File: config.mk
export PLATFORM = sky130hd
export DESIGN_NAME = scancode_to_ascii_fifo_flat
export DESIGN_NICKNAME = d
export VERILOG_FILES = /design/src/hdl/stc_pkg.sv /design/src/hdl/stc_req_if.sv /design/src/hdl/stc_rsp_if.sv /design/src/hdl/stc_decode.sv /design/src/hdl/scancode_to_ascii_fifo.sv /design/src/flat_wrapper.sv
export SDC_FILE = /design/constraint.sdc
export NUM_CORES = 2
export LEC_CHECK = 0
export BUFFER_PORTS_ARGS = -buffer_cell sky130_fd_sc_hd__buf_2
export CELL_PAD_IN_SITES_DETAIL_PLACEMENT = 0
export CELL_PAD_IN_SITES_GLOBAL_PLACEMENT = 1
export CORE_ASPECT_RATIO = 0.8
export CORE_UTILIZATION = 35
export DETAILED_ROUTE_END_ITERATION = 8
export PLACE_DENSITY_LB_ADDON = 0.15
export SYNTH_ARGS = -nofsm -noshare
export SYNTH_HDL_FRONTEND = slang
export SYNTH_SLANG_ARGS = --single-unit
export TNS_END_PERCENT = 50
File: constraint.sdc
create_clock -name clk -period 15.8 [get_ports clk]
set_input_delay 1.58 -clock clk [delete_from_list [all_inputs] [get_ports clk]]
set_output_delay 1.58 -clock clk [all_outputs]
set_load 0.03 [all_outputs]
File: src/hdl/stc_pkg.sv
`timescale 1ns / 1ps
package stc_pkg;

	localparam int FIFO_DEPTH_DEF = 256;
	localparam logic [7:0] NAV_CODE_BASE = 8'd128;

	localparam logic [7:0] SC_PREFIX   = 8'hE0;
	localparam logic [6:0] SC_LSHIFT   = 7'h2A;
	localparam logic [6:0] SC_RSHIFT   = 7'h36;
	localparam logic [6:0] SC_CTRL     = 7'h1D;
	localparam logic [6:0] SC_UP       = 7'h48;
	localparam logic [6:0] SC_DOWN     = 7'h50;
	localparam logic [6:0] SC_LEFT     = 7'h4B;
	localparam logic [6:0] SC_RIGHT    = 7'h4D;
	localparam logic [6:0] SC_PGUP     = 7'h49;
	localparam logic [6:0] SC_PGDN     = 7'h51;
	localparam logic [6:0] SC_HOME     = 7'h47;
	localparam logic [6:0] SC_END      = 7'h4F;

	localparam int MAP_LEN = 59;

	localparam logic [7:0] PLAIN_MAP [MAP_LEN] = '{
		8'd0,  8'd27, "1",  "2",  "3",  "4",  "5",  "6",  "7",  "8",  "9",  "0",
		"-",   "=",   8'd8, 8'd9, "q",  "w",  "e",  "r",  "t",  "y",  "u",  "i",
		"o",   "p",   "[",  "]",  8'd10, 8'd0, "a", "s",  "d",  "f",  "g",  "h",
		"j",   "k",   "l",  ";",  8'd39, 8'd96, 8'd0, 8'd92, "z", "x", "c", "v",
		"b",   "n",   "m",  ",",  ".",  "/",  8'd0, "*",  8'd0, " ",  8'd0
	};

	localparam logic [7:0] SHIFT_MAP [MAP_LEN] = '{
		8'd0,  8'd27, "!",  "@",  "#",  "$",  "%",  "^",  "&",  "*",  "(",  ")",
		"_",   "+",   8'd8, 8'd9, "Q",  "W",  "E",  "R",  "T",  "Y",  "U",  "I",
		"O",   "P",   "{",  "}",  8'd10, 8'd0, "A", "S",  "D",  "F",  "G",  "H",
		"J",   "K",   "L",  ":",  8'd34, 8'd126, 8'd0, 8'd124, "Z", "X", "C", "V",
		"B",   "N",   "M",  "<",  ">",  "?",  8'd0, "*",  8'd0, " ",  8'd0
	};

	function automatic logic [7:0] map_char(input logic [6:0] code, input logic shifted);
		logic [7:0] c;
		c = 8'd0;
		if (int'(code) < MAP_LEN) begin
			c = shifted ? SHIFT_MAP[code[5:0]] : PLAIN_MAP[code[5:0]];
		end
		return c;
	endfunction

	function automatic logic [7:0] nav_code(input logic [6:0] code);
		logic [7:0] c;
		unique case (code)
			SC_UP:    c = NAV_CODE_BASE + 8'd0;
			SC_DOWN:  c = NAV_CODE_BASE + 8'd1;
			SC_LEFT:  c = NAV_CODE_BASE + 8'd2;
			SC_RIGHT: c = NAV_CODE_BASE + 8'd3;
			SC_PGUP:  c = NAV_CODE_BASE + 8'd4;
			SC_PGDN:  c = NAV_CODE_BASE + 8'd5;
			SC_HOME:  c = NAV_CODE_BASE + 8'd6;
			SC_END:   c = NAV_CODE_BASE + 8'd7;
			default:  c = 8'd0;
		endcase
		return c;
	endfunction

endpackage

File: src/hdl/stc_req_if.sv
`timescale 1ns / 1ps
interface stc_req_if;
	logic       valid;
	logic       ready;
	logic       action;
	logic [7:0] scancode;

	modport source (output valid, output action, output scancode, input ready);
	modport sink (input valid, input action, input scancode, output ready);
endinterface

File: src/hdl/stc_rsp_if.sv
`timescale 1ns / 1ps
interface stc_rsp_if;
	logic       valid;
	logic       ready;
	logic       read_valid;
	logic [7:0] read_char;
	logic       dropped;
	logic       has_char;

	modport source (output valid, output read_valid, output read_char, output dropped,
		output has_char, input ready);
	modport sink (input valid, input read_valid, input read_char, input dropped,
		input has_char, output ready);
endinterface

File: src/hdl/stc_decode.sv
`timescale 1ns / 1ps
module stc_decode (
	input  logic       clk,
	input  logic       arst_n,
	input  logic       en,
	input  logic [7:0] scancode,
	output logic [7:0] char_out
);
	import stc_pkg::*;

	logic shift_q;
	logic ctrl_q;
	logic prefix_q;
	logic shift_d;
	logic ctrl_d;
	logic prefix_d;
	logic [7:0] mapped;
	logic [6:0] code;

	assign code = scancode[6:0];

	always_comb begin
		shift_d  = shift_q;
		ctrl_d   = ctrl_q;
		prefix_d = prefix_q;
		char_out = 8'd0;
		mapped   = map_char(code, shift_q);
		priority if (scancode == SC_PREFIX) begin
			prefix_d = 1'b1;
		end else if (scancode[7]) begin
			// break code: release modifiers, drop any pending prefix
			if (code == SC_LSHIFT || code == SC_RSHIFT) shift_d = 1'b0;
			if (code == SC_CTRL) ctrl_d = 1'b0;
			prefix_d = 1'b0;
		end else if (code == SC_LSHIFT || code == SC_RSHIFT) begin
			shift_d = 1'b1;
		end else if (code == SC_CTRL) begin
			ctrl_d = 1'b1;
		end else if (prefix_q) begin
			prefix_d = 1'b0;
			char_out = nav_code(code);
		end else begin
			char_out = mapped;
			if (ctrl_q) begin
				if (mapped >= "a" && mapped <= "z") char_out = mapped - 8'd96;
				else if (mapped >= "A" && mapped <= "Z") char_out = mapped - 8'd64;
			end
		end
	end

	always_ff @(posedge clk or negedge arst_n) begin
		if (!arst_n) begin
			shift_q  <= 1'b0;
			ctrl_q   <= 1'b0;
			prefix_q <= 1'b0;
		end else if (en) begin
			shift_q  <= shift_d;
			ctrl_q   <= ctrl_d;
			prefix_q <= prefix_d;
		end
	end

endmodule

File: src/hdl/scancode_to_ascii_fifo.sv
`timescale 1ns / 1ps
// Set-1 scancode decoder feeding a character ring FIFO of FIFO_DEPTH entries
// (FIFO_DEPTH-1 usable). Each req item carries either a scancode byte
// (action 0) or a read request (action 1); each produces exactly one rsp item.
// One item is taken per clock unless the output stalls; the rsp goes through
// stage 1 (synchronous read of the character memory) and the output register.
// Reads of an empty FIFO return read_valid 0 and char 0; characters decoded
// while the FIFO is full are discarded with dropped set.
module scancode_to_ascii_fifo #(
	parameter int FIFO_DEPTH = stc_pkg::FIFO_DEPTH_DEF
) (
	input  logic  clk,
	input  logic  arst_n,
	stc_req_if.sink   req,
	stc_rsp_if.source rsp
);
	import stc_pkg::*;

	localparam int PTR_W = (FIFO_DEPTH > 1) ? $clog2(FIFO_DEPTH) : 1;
	localparam logic [PTR_W-1:0] PTR_LAST = PTR_W'(FIFO_DEPTH - 1);

	logic [7:0] mem [FIFO_DEPTH];

	logic [PTR_W-1:0] wr_q, rd_q, wr_d, rd_d, wr_inc, rd_inc;
	logic [7:0] dec_char;
	logic acc, push, do_push, pop, drop;

	logic       vld_s1, rvalid_s1, drop_s1, has_s1;
	logic [7:0] rdata_s1;
	logic       o_valid_q, o_rvalid_q, o_drop_q, o_has_q;
	logic [7:0] o_char_q;
	logic       adv_s1;

	assign adv_s1    = vld_s1 && (!o_valid_q || rsp.ready);
	assign req.ready = !vld_s1 || adv_s1;
	assign acc       = req.valid && req.ready;

	stc_decode u_dec (
		.clk      (clk),
		.arst_n   (arst_n),
		.en       (acc && !req.action),
		.scancode (req.scancode),
		.char_out (dec_char)
	);

	assign wr_inc  = (wr_q == PTR_LAST) ? '0 : wr_q + 1'b1;
	assign rd_inc  = (rd_q == PTR_LAST) ? '0 : rd_q + 1'b1;
	assign push    = acc && !req.action && (dec_char != 8'd0);
	assign do_push = push && (wr_inc != rd_q);
	assign drop    = push && (wr_inc == rd_q);
	assign pop     = acc && req.action && (wr_q != rd_q);
	assign wr_d    = do_push ? wr_inc : wr_q;
	assign rd_d    = pop ? rd_inc : rd_q;

	// a pop never targets the slot being written, so no forwarding is needed
	always_ff @(posedge clk) begin
		if (do_push) mem[wr_q] <= dec_char;
		if (pop) rdata_s1 <= mem[rd_q];
	end

	always_ff @(posedge clk or negedge arst_n) begin
		if (!arst_n) begin
			wr_q       <= '0;
			rd_q       <= '0;
			vld_s1     <= 1'b0;
			rvalid_s1  <= 1'b0;
			drop_s1    <= 1'b0;
			has_s1     <= 1'b0;
			o_valid_q  <= 1'b0;
			o_rvalid_q <= 1'b0;
			o_drop_q   <= 1'b0;
			o_has_q    <= 1'b0;
			o_char_q   <= 8'd0;
		end else begin
			wr_q <= wr_d;
			rd_q <= rd_d;
			if (acc) begin
				vld_s1    <= 1'b1;
				rvalid_s1 <= pop;
				drop_s1   <= drop;
				has_s1    <= (wr_d != rd_d);
			end else if (adv_s1) begin
				vld_s1 <= 1'b0;
			end
			if (adv_s1) begin
				o_valid_q  <= 1'b1;
				o_rvalid_q <= rvalid_s1;
				o_char_q   <= rvalid_s1 ? rdata_s1 : 8'd0;
				o_drop_q   <= drop_s1;
				o_has_q    <= has_s1;
			end else if (rsp.ready) begin
				o_valid_q <= 1'b0;
			end
		end
	end

	assign rsp.valid      = o_valid_q;
	assign rsp.read_valid = o_rvalid_q;
	assign rsp.read_char  = o_char_q;
	assign rsp.dropped    = o_drop_q;
	assign rsp.has_char   = o_has_q;

endmodule

File: src/flat_wrapper.sv
// flat-port wrapper written by rule: the top's interface ports become plain ports
module scancode_to_ascii_fifo_flat import stc_pkg::*;
#(
	parameter int FIFO_DEPTH = stc_pkg::FIFO_DEPTH_DEF
)
  (clk, arst_n, req_valid, req_action, req_scancode, req_ready, rsp_valid, rsp_read_valid, rsp_read_char, rsp_dropped, rsp_has_char, rsp_ready);
  stc_req_if req_i ();
  stc_rsp_if rsp_i ();
  input  logic clk;
  input  logic arst_n;
  input wire logic [$bits(req_i.valid)-1:0] req_valid;
  input wire logic [$bits(req_i.action)-1:0] req_action;
  input wire logic [$bits(req_i.scancode)-1:0] req_scancode;
  output wire logic [$bits(req_i.ready)-1:0] req_ready;
  output wire logic [$bits(rsp_i.valid)-1:0] rsp_valid;
  output wire logic [$bits(rsp_i.read_valid)-1:0] rsp_read_valid;
  output wire logic [$bits(rsp_i.read_char)-1:0] rsp_read_char;
  output wire logic [$bits(rsp_i.dropped)-1:0] rsp_dropped;
  output wire logic [$bits(rsp_i.has_char)-1:0] rsp_has_char;
  input wire logic [$bits(rsp_i.ready)-1:0] rsp_ready;
  assign req_i.valid = req_valid;
  assign req_i.action = req_action;
  assign req_i.scancode = req_scancode;
  assign req_ready = req_i.ready;
  assign rsp_valid = rsp_i.valid;
  assign rsp_read_valid = rsp_i.read_valid;
  assign rsp_read_char = rsp_i.read_char;
  assign rsp_dropped = rsp_i.dropped;
  assign rsp_has_char = rsp_i.has_char;
  assign rsp_i.ready = rsp_ready;
  scancode_to_ascii_fifo #(.FIFO_DEPTH(FIFO_DEPTH)) u_core (.clk(clk), .arst_n(arst_n), .req(req_i), .rsp(rsp_i));
endmodule
==> impl_results.rst <==
.. list-table::
   :header-rows: 1

   * - Metric
     - Value
   * - Status
     - finished with violations
   * - Violated checks
     - design-rule violations
   * - Prevailing post-synth register cell
     - sky130_fd_sc_hd__edfxtp_1
   * - Number of gates given a new drive strength after cts
     - 0
   * - Final antenna-violating net count
     - 0
   * - Static Leak
     - 0.02860 uW
   * - Highest routing layer actually used
     - met5
   * - Worst hold slack
     - 0.4808 ns
   * - Reg2Reg Launch Point
     - u_core.u_dec.shift_q$_DFFE_PN0P_
   * - Crit Path Class
     - input pin to flip-flop
   * - Cell-by-cell trace of the critical path
     - buf_2, inv_1, ha_1, mux2_2, a21oi_1, o21ai_0, o32ai_1, and2_1, inv_1, ha_1, nand3_1, nor3_1, nor2_1, o32a_1, nor2_1, ha_1, nor2_1, nor2_1, a21boi_0, or2_0, a21oi_2, nand4_1, buf_4, nor2_1
   * - Gate count of the mapped netlist
     - roughly 3,800
   * - DIE AREA
     - around 0.24 mm2
   * - Wire length reported by the detailed router
     - between 200,000 and 250,000 um
   * - Reg-to-reg slack, setup
     - ~9 ns
   * - Period utilization
     - 50.59%
   * - Clock buffers created by TritonCTS
     - 217
   * - Port buffer count
     - 25
   * - Rows
     - roughly 160
   * - Average via count per standard cell
     - between 5 and 6
   * - Worst EP arrival
     - about 8.5 ns
   * - Library cell used as clock root buffer
     - sky130_fd_sc_hd__clkbuf_16
   * - Die height
     - 437.4 um
   * - Wire length on met2
     - about 100,000 um
   * - PD cells
     - between 150 and 200 mW/mm2
   * - Count of fill cells added during filler insertion
     - 20,730
   * - Biggest cell delay along the critical path
     - approximately 0.75 ns
   * - Boundary pin count
     - 26
   * - Number of DRC violations after detailed-routing iteration 0
     - about 4,000
   * - Unrepaired setup endpoints after global routing
     - false
   * - Number of antenna violations at the first check in global routing
     - 16
   * - Synthesis-stage register bit count
     - about 2,100
   * - Pin slew with the least headroom to its limit
     - approximately 1.2 ns
   * - Number of global-route vias before repair
     - 39,290
   * - Syn Std Cell Area
     - between 0.08 and 0.09 mm2
   * - Cell with the largest stage delay on the worst path
     - sky130_fd_sc_hd__a21oi_2
   * - Number of distinct library cell variants in the gate-level netlist after synthesis
     - 80
   * - Crit path top cell by count
     - sky130_fd_sc_hd__nor2_1
   * - Layout Cells excl Fill
     - 7,164
   * - Source of the critical timing path
     - req_scancode[2]
   * - Slew Viols, Final
     - 0
   * - Largest buffer count on any clock path
     - 4
   * - Register area share after synthesis
     - about three quarters
   * - TritonCTS clock tree
     - built
   * - Fraction of layout instances using a drive strength above 1
     - between 20% and 30%
   * - Endpoint with the worst hold slack
     - u_core.rsp.valid$_DFFE_PN0P_
   * - Buffering stage count on the worst path with inverters included
     - 4
   * - Critical path depth in cells
     - 24
   * - Number of failing setup endpoints in the final timing report
     - 0
   * - Endpoint class of the critical path
     - flip-flop
   * - DRT met1 WL
     - between 100,000 and 150,000 um
   * - Grt ovf
     - 0
   * - Area grow syn2layout
     - 12.68%
   * - DPL Wire Length
     - between 100,000 and 150,000 um
   * - CP delay by family, top
     - simple AND/OR/NAND/NOR gates
   * - Peak ir drop on the vdd network
     - approximately 0.12 mV
   * - Count of flip-flops with a built-in enable after synthesis
     - 2,056
   * - Endpoints failing hold
     - 0
   * - Total Routing Usage GR
     - between 10% and 20%
   * - Number of clock sinks
     - between 2,000 and 2,500
   * - Required time of the critical path
     - about 16 ns
   * - Maximum number of pins on one net before global-route repair
     - about 150
   * - Highest net fanout along the worst path
     - 51
   * - DRC errors left
     - 9
   * - Number of max-cap violations
     - 0
   * - Clock network latency to the later pin of the worst-skew pair
     - 0.89 ns
   * - Clk slew on worst S/H paths
     - roughly 0.060 ns
   * - Number of warnings printed during yosys synthesis
     - 0
   * - Highest Clock Rate
     - between 100 and 150 MHz
   * - Pre-Repair DR Iteration Count
     - 7
   * - Post-CTS repair timing setup buffer count
     - 0
   * - Std-Cell Core Area
     - between 0.2 and 0.25 mm2
   * - Type of element launching the critical path
     - input pin
   * - Classification of the worst-slack hold path
     - flip-flop to flip-flop
   * - End of the worst register-to-register path
     - u_core.mem[110][2]$_DFFE_PP_
   * - R2R cell count
     - 17
   * - Wirelength per Cell
     - between 30 and 40 um
   * - Via count of the routed design
     - just under 40,000
   * - Worst hold stages
     - 1
   * - Mean cell area of the mapped netlist
     - between 20 and 25 um2
   * - Die Wd
     - around 550 um
   * - Async set-or-reset flop fraction in the synthesized netlist
     - 1.674%
   * - Initial standard-cell utilization of the core
     - 35.27%
   * - Net count of the finished layout
     - between 3,000 and 4,000
   * - Hold-fix buffers, CTS
     - 0
   * - Global placer's final weighted congestion
     - slightly below 0.8
   * - Sum of negative setup slack
     - 0 ns
   * - Setup Skew
     - 0.06692 ns
   * - Startpoint of the worst hold path
     - u_core.vld_s1$_DFFE_PN0P_
   * - Final critical-path required period
     - around 8 ns
   * - Number of H-tree levels
     - 4
   * - Wire length on met3
     - 13,630 um
   * - Worst slew slack as a fraction of its limit
     - between 10% and 20%
   * - Net Count, Synth
     - between 3,000 and 4,000
   * - First-pass GRT wire length
     - 317,500 um
   * - DP Cell Count
     - about 6,800
-- per-layer routing --
metal / vias to the layer above / global-route usage [%]
li1: 16030 / -
met4: 2 / 4.234
met5: - / 0
met3: 268 / 3.777
met1: 21190 / 28.28
met2: 1099 / 27.97
-- flip-flops by register name, summed over array words and instances (netlist names) --
register	flops
u_core.wr_q	8
u_core.u_dec.prefix_q	1
u_core.vld_s1	1
u_core.has_s1	1
u_core.rd_q	8
u_core.mem	2048
u_core.rsp.valid	1
u_core.rsp.read_char	8
u_core.u_dec.ctrl_q	1
u_core.rsp.dropped	1
u_core.rsp.read_valid	1
u_core.u_dec.shift_q	1
u_core.rdata_s1	8
u_core.rvalid_s1	1
u_core.drop_s1	1
u_core.rsp.has_char	1
-- layout make-up --
type	count	area, um2	share of cell area (%)
sequential	2091	62640	67.02
clock buffer	269	5688	6.086
multi-input combinational	1418	19430	20.79
antenna	9	22.52	0.02410
inverter	20	82.58	0.08836
clock inverter	120	882.1	0.9439
timing repair buffer	98	785.8	0.8408
tap	3139	3928	4.203
-- Yosys cell counts (all sizes together) (19+ instances only) --
cell type,number,area share [%]
nor2,294,1.3
nand2,73,0.33
o21ai,31,0.19
mux2i,20,0.24
edfxtp,2056,74
nand3,27,0.16
mux4,666,18
xor2,19,0.20
ha,20,0.30
clkbuf,118,0.53
a21oi,33,0.20
inv,19,0.086
a211oi,25,0.25
nor2b,35,0.27
dfrtp,35,1.1
buf,111,0.58
-- cells in the final DEF, fill, tap and decap left out, drive strengths merged, types with 10 or more instances in the layout --
master / instances
mux4: 666
xor2: 19
clkinv: 101
ha: 20
a211oi: 25
xnor2: 10
nor2b: 35
nand2: 73
inv: 25
mux2: 11
mux2i: 20
nand4: 13
bufinv: 10
o21ai: 31
nand2b: 11
buf: 98
nand3: 27
dfrtp: 35
a21oi: 33
clkbuf: 269
edfxtp: 2056
nor2: 294
-- cells by family (layout without fill, tap and decap cells) --
family	count (synthesis)	after routing	share of synthesized area, %
adder cells (fa/ha/maj)	20	20	0.3017
AND/OR/NAND/NOR	510	510	2.768
multiplexers	697	697	18.48
buffers and inverters	249	507	1.207
AO/OA/AOI/OAI	160	160	1.388
XOR/XNOR	31	31	0.3636
flip-flops	2091	2091	75.50
other	0	9	0
-- how the worst max path moves through the flow --
| stage | end | slack, ns |
|---|---|---|
| global placement | u_core.mem[110][1]$_DFFE_PP_ | 6.79 |
| floorplan | u_core.mem[195][0]$_DFFE_PP_ | 0.07 |
| CTS | u_core.mem[237][5]$_DFFE_PP_ | 7.86 |
| global route | u_core.mem[110][6]$_DFFE_PP_ | 7.34 |
| detailed placement | u_core.mem[237][2]$_DFFE_PP_ | 6.95 |
| finish | u_core.mem[110][2]$_DFFE_PP_ | 7.81 |
-- power by group --
group | internal (uW) | switching (uW) | total, uW
clock network | 2710 | 2150 | 4850
logic | 1940 | 2360 | 4300
registers | 6160 | 129 | 6290
-- stage by stage --
stage | setup WS, ns | power [uW] | utilization [%] | area [um2]
final | 7.807 | 15440 | 39.74 | 93450
after global routing | 7.338 | 15990 | 39.74 | 93440
after CTS | 7.855 | 15650 | 39.73 | 93430
after detailed placement | 6.954 | 10790 | 36.94 | 86860
after global placement | 6.792 | 10800 | 36.94 | 86860
after floorplan | 0.07126 | 9214 | - | 82940
No activity file was read; power rests on OpenSTA's default activity.
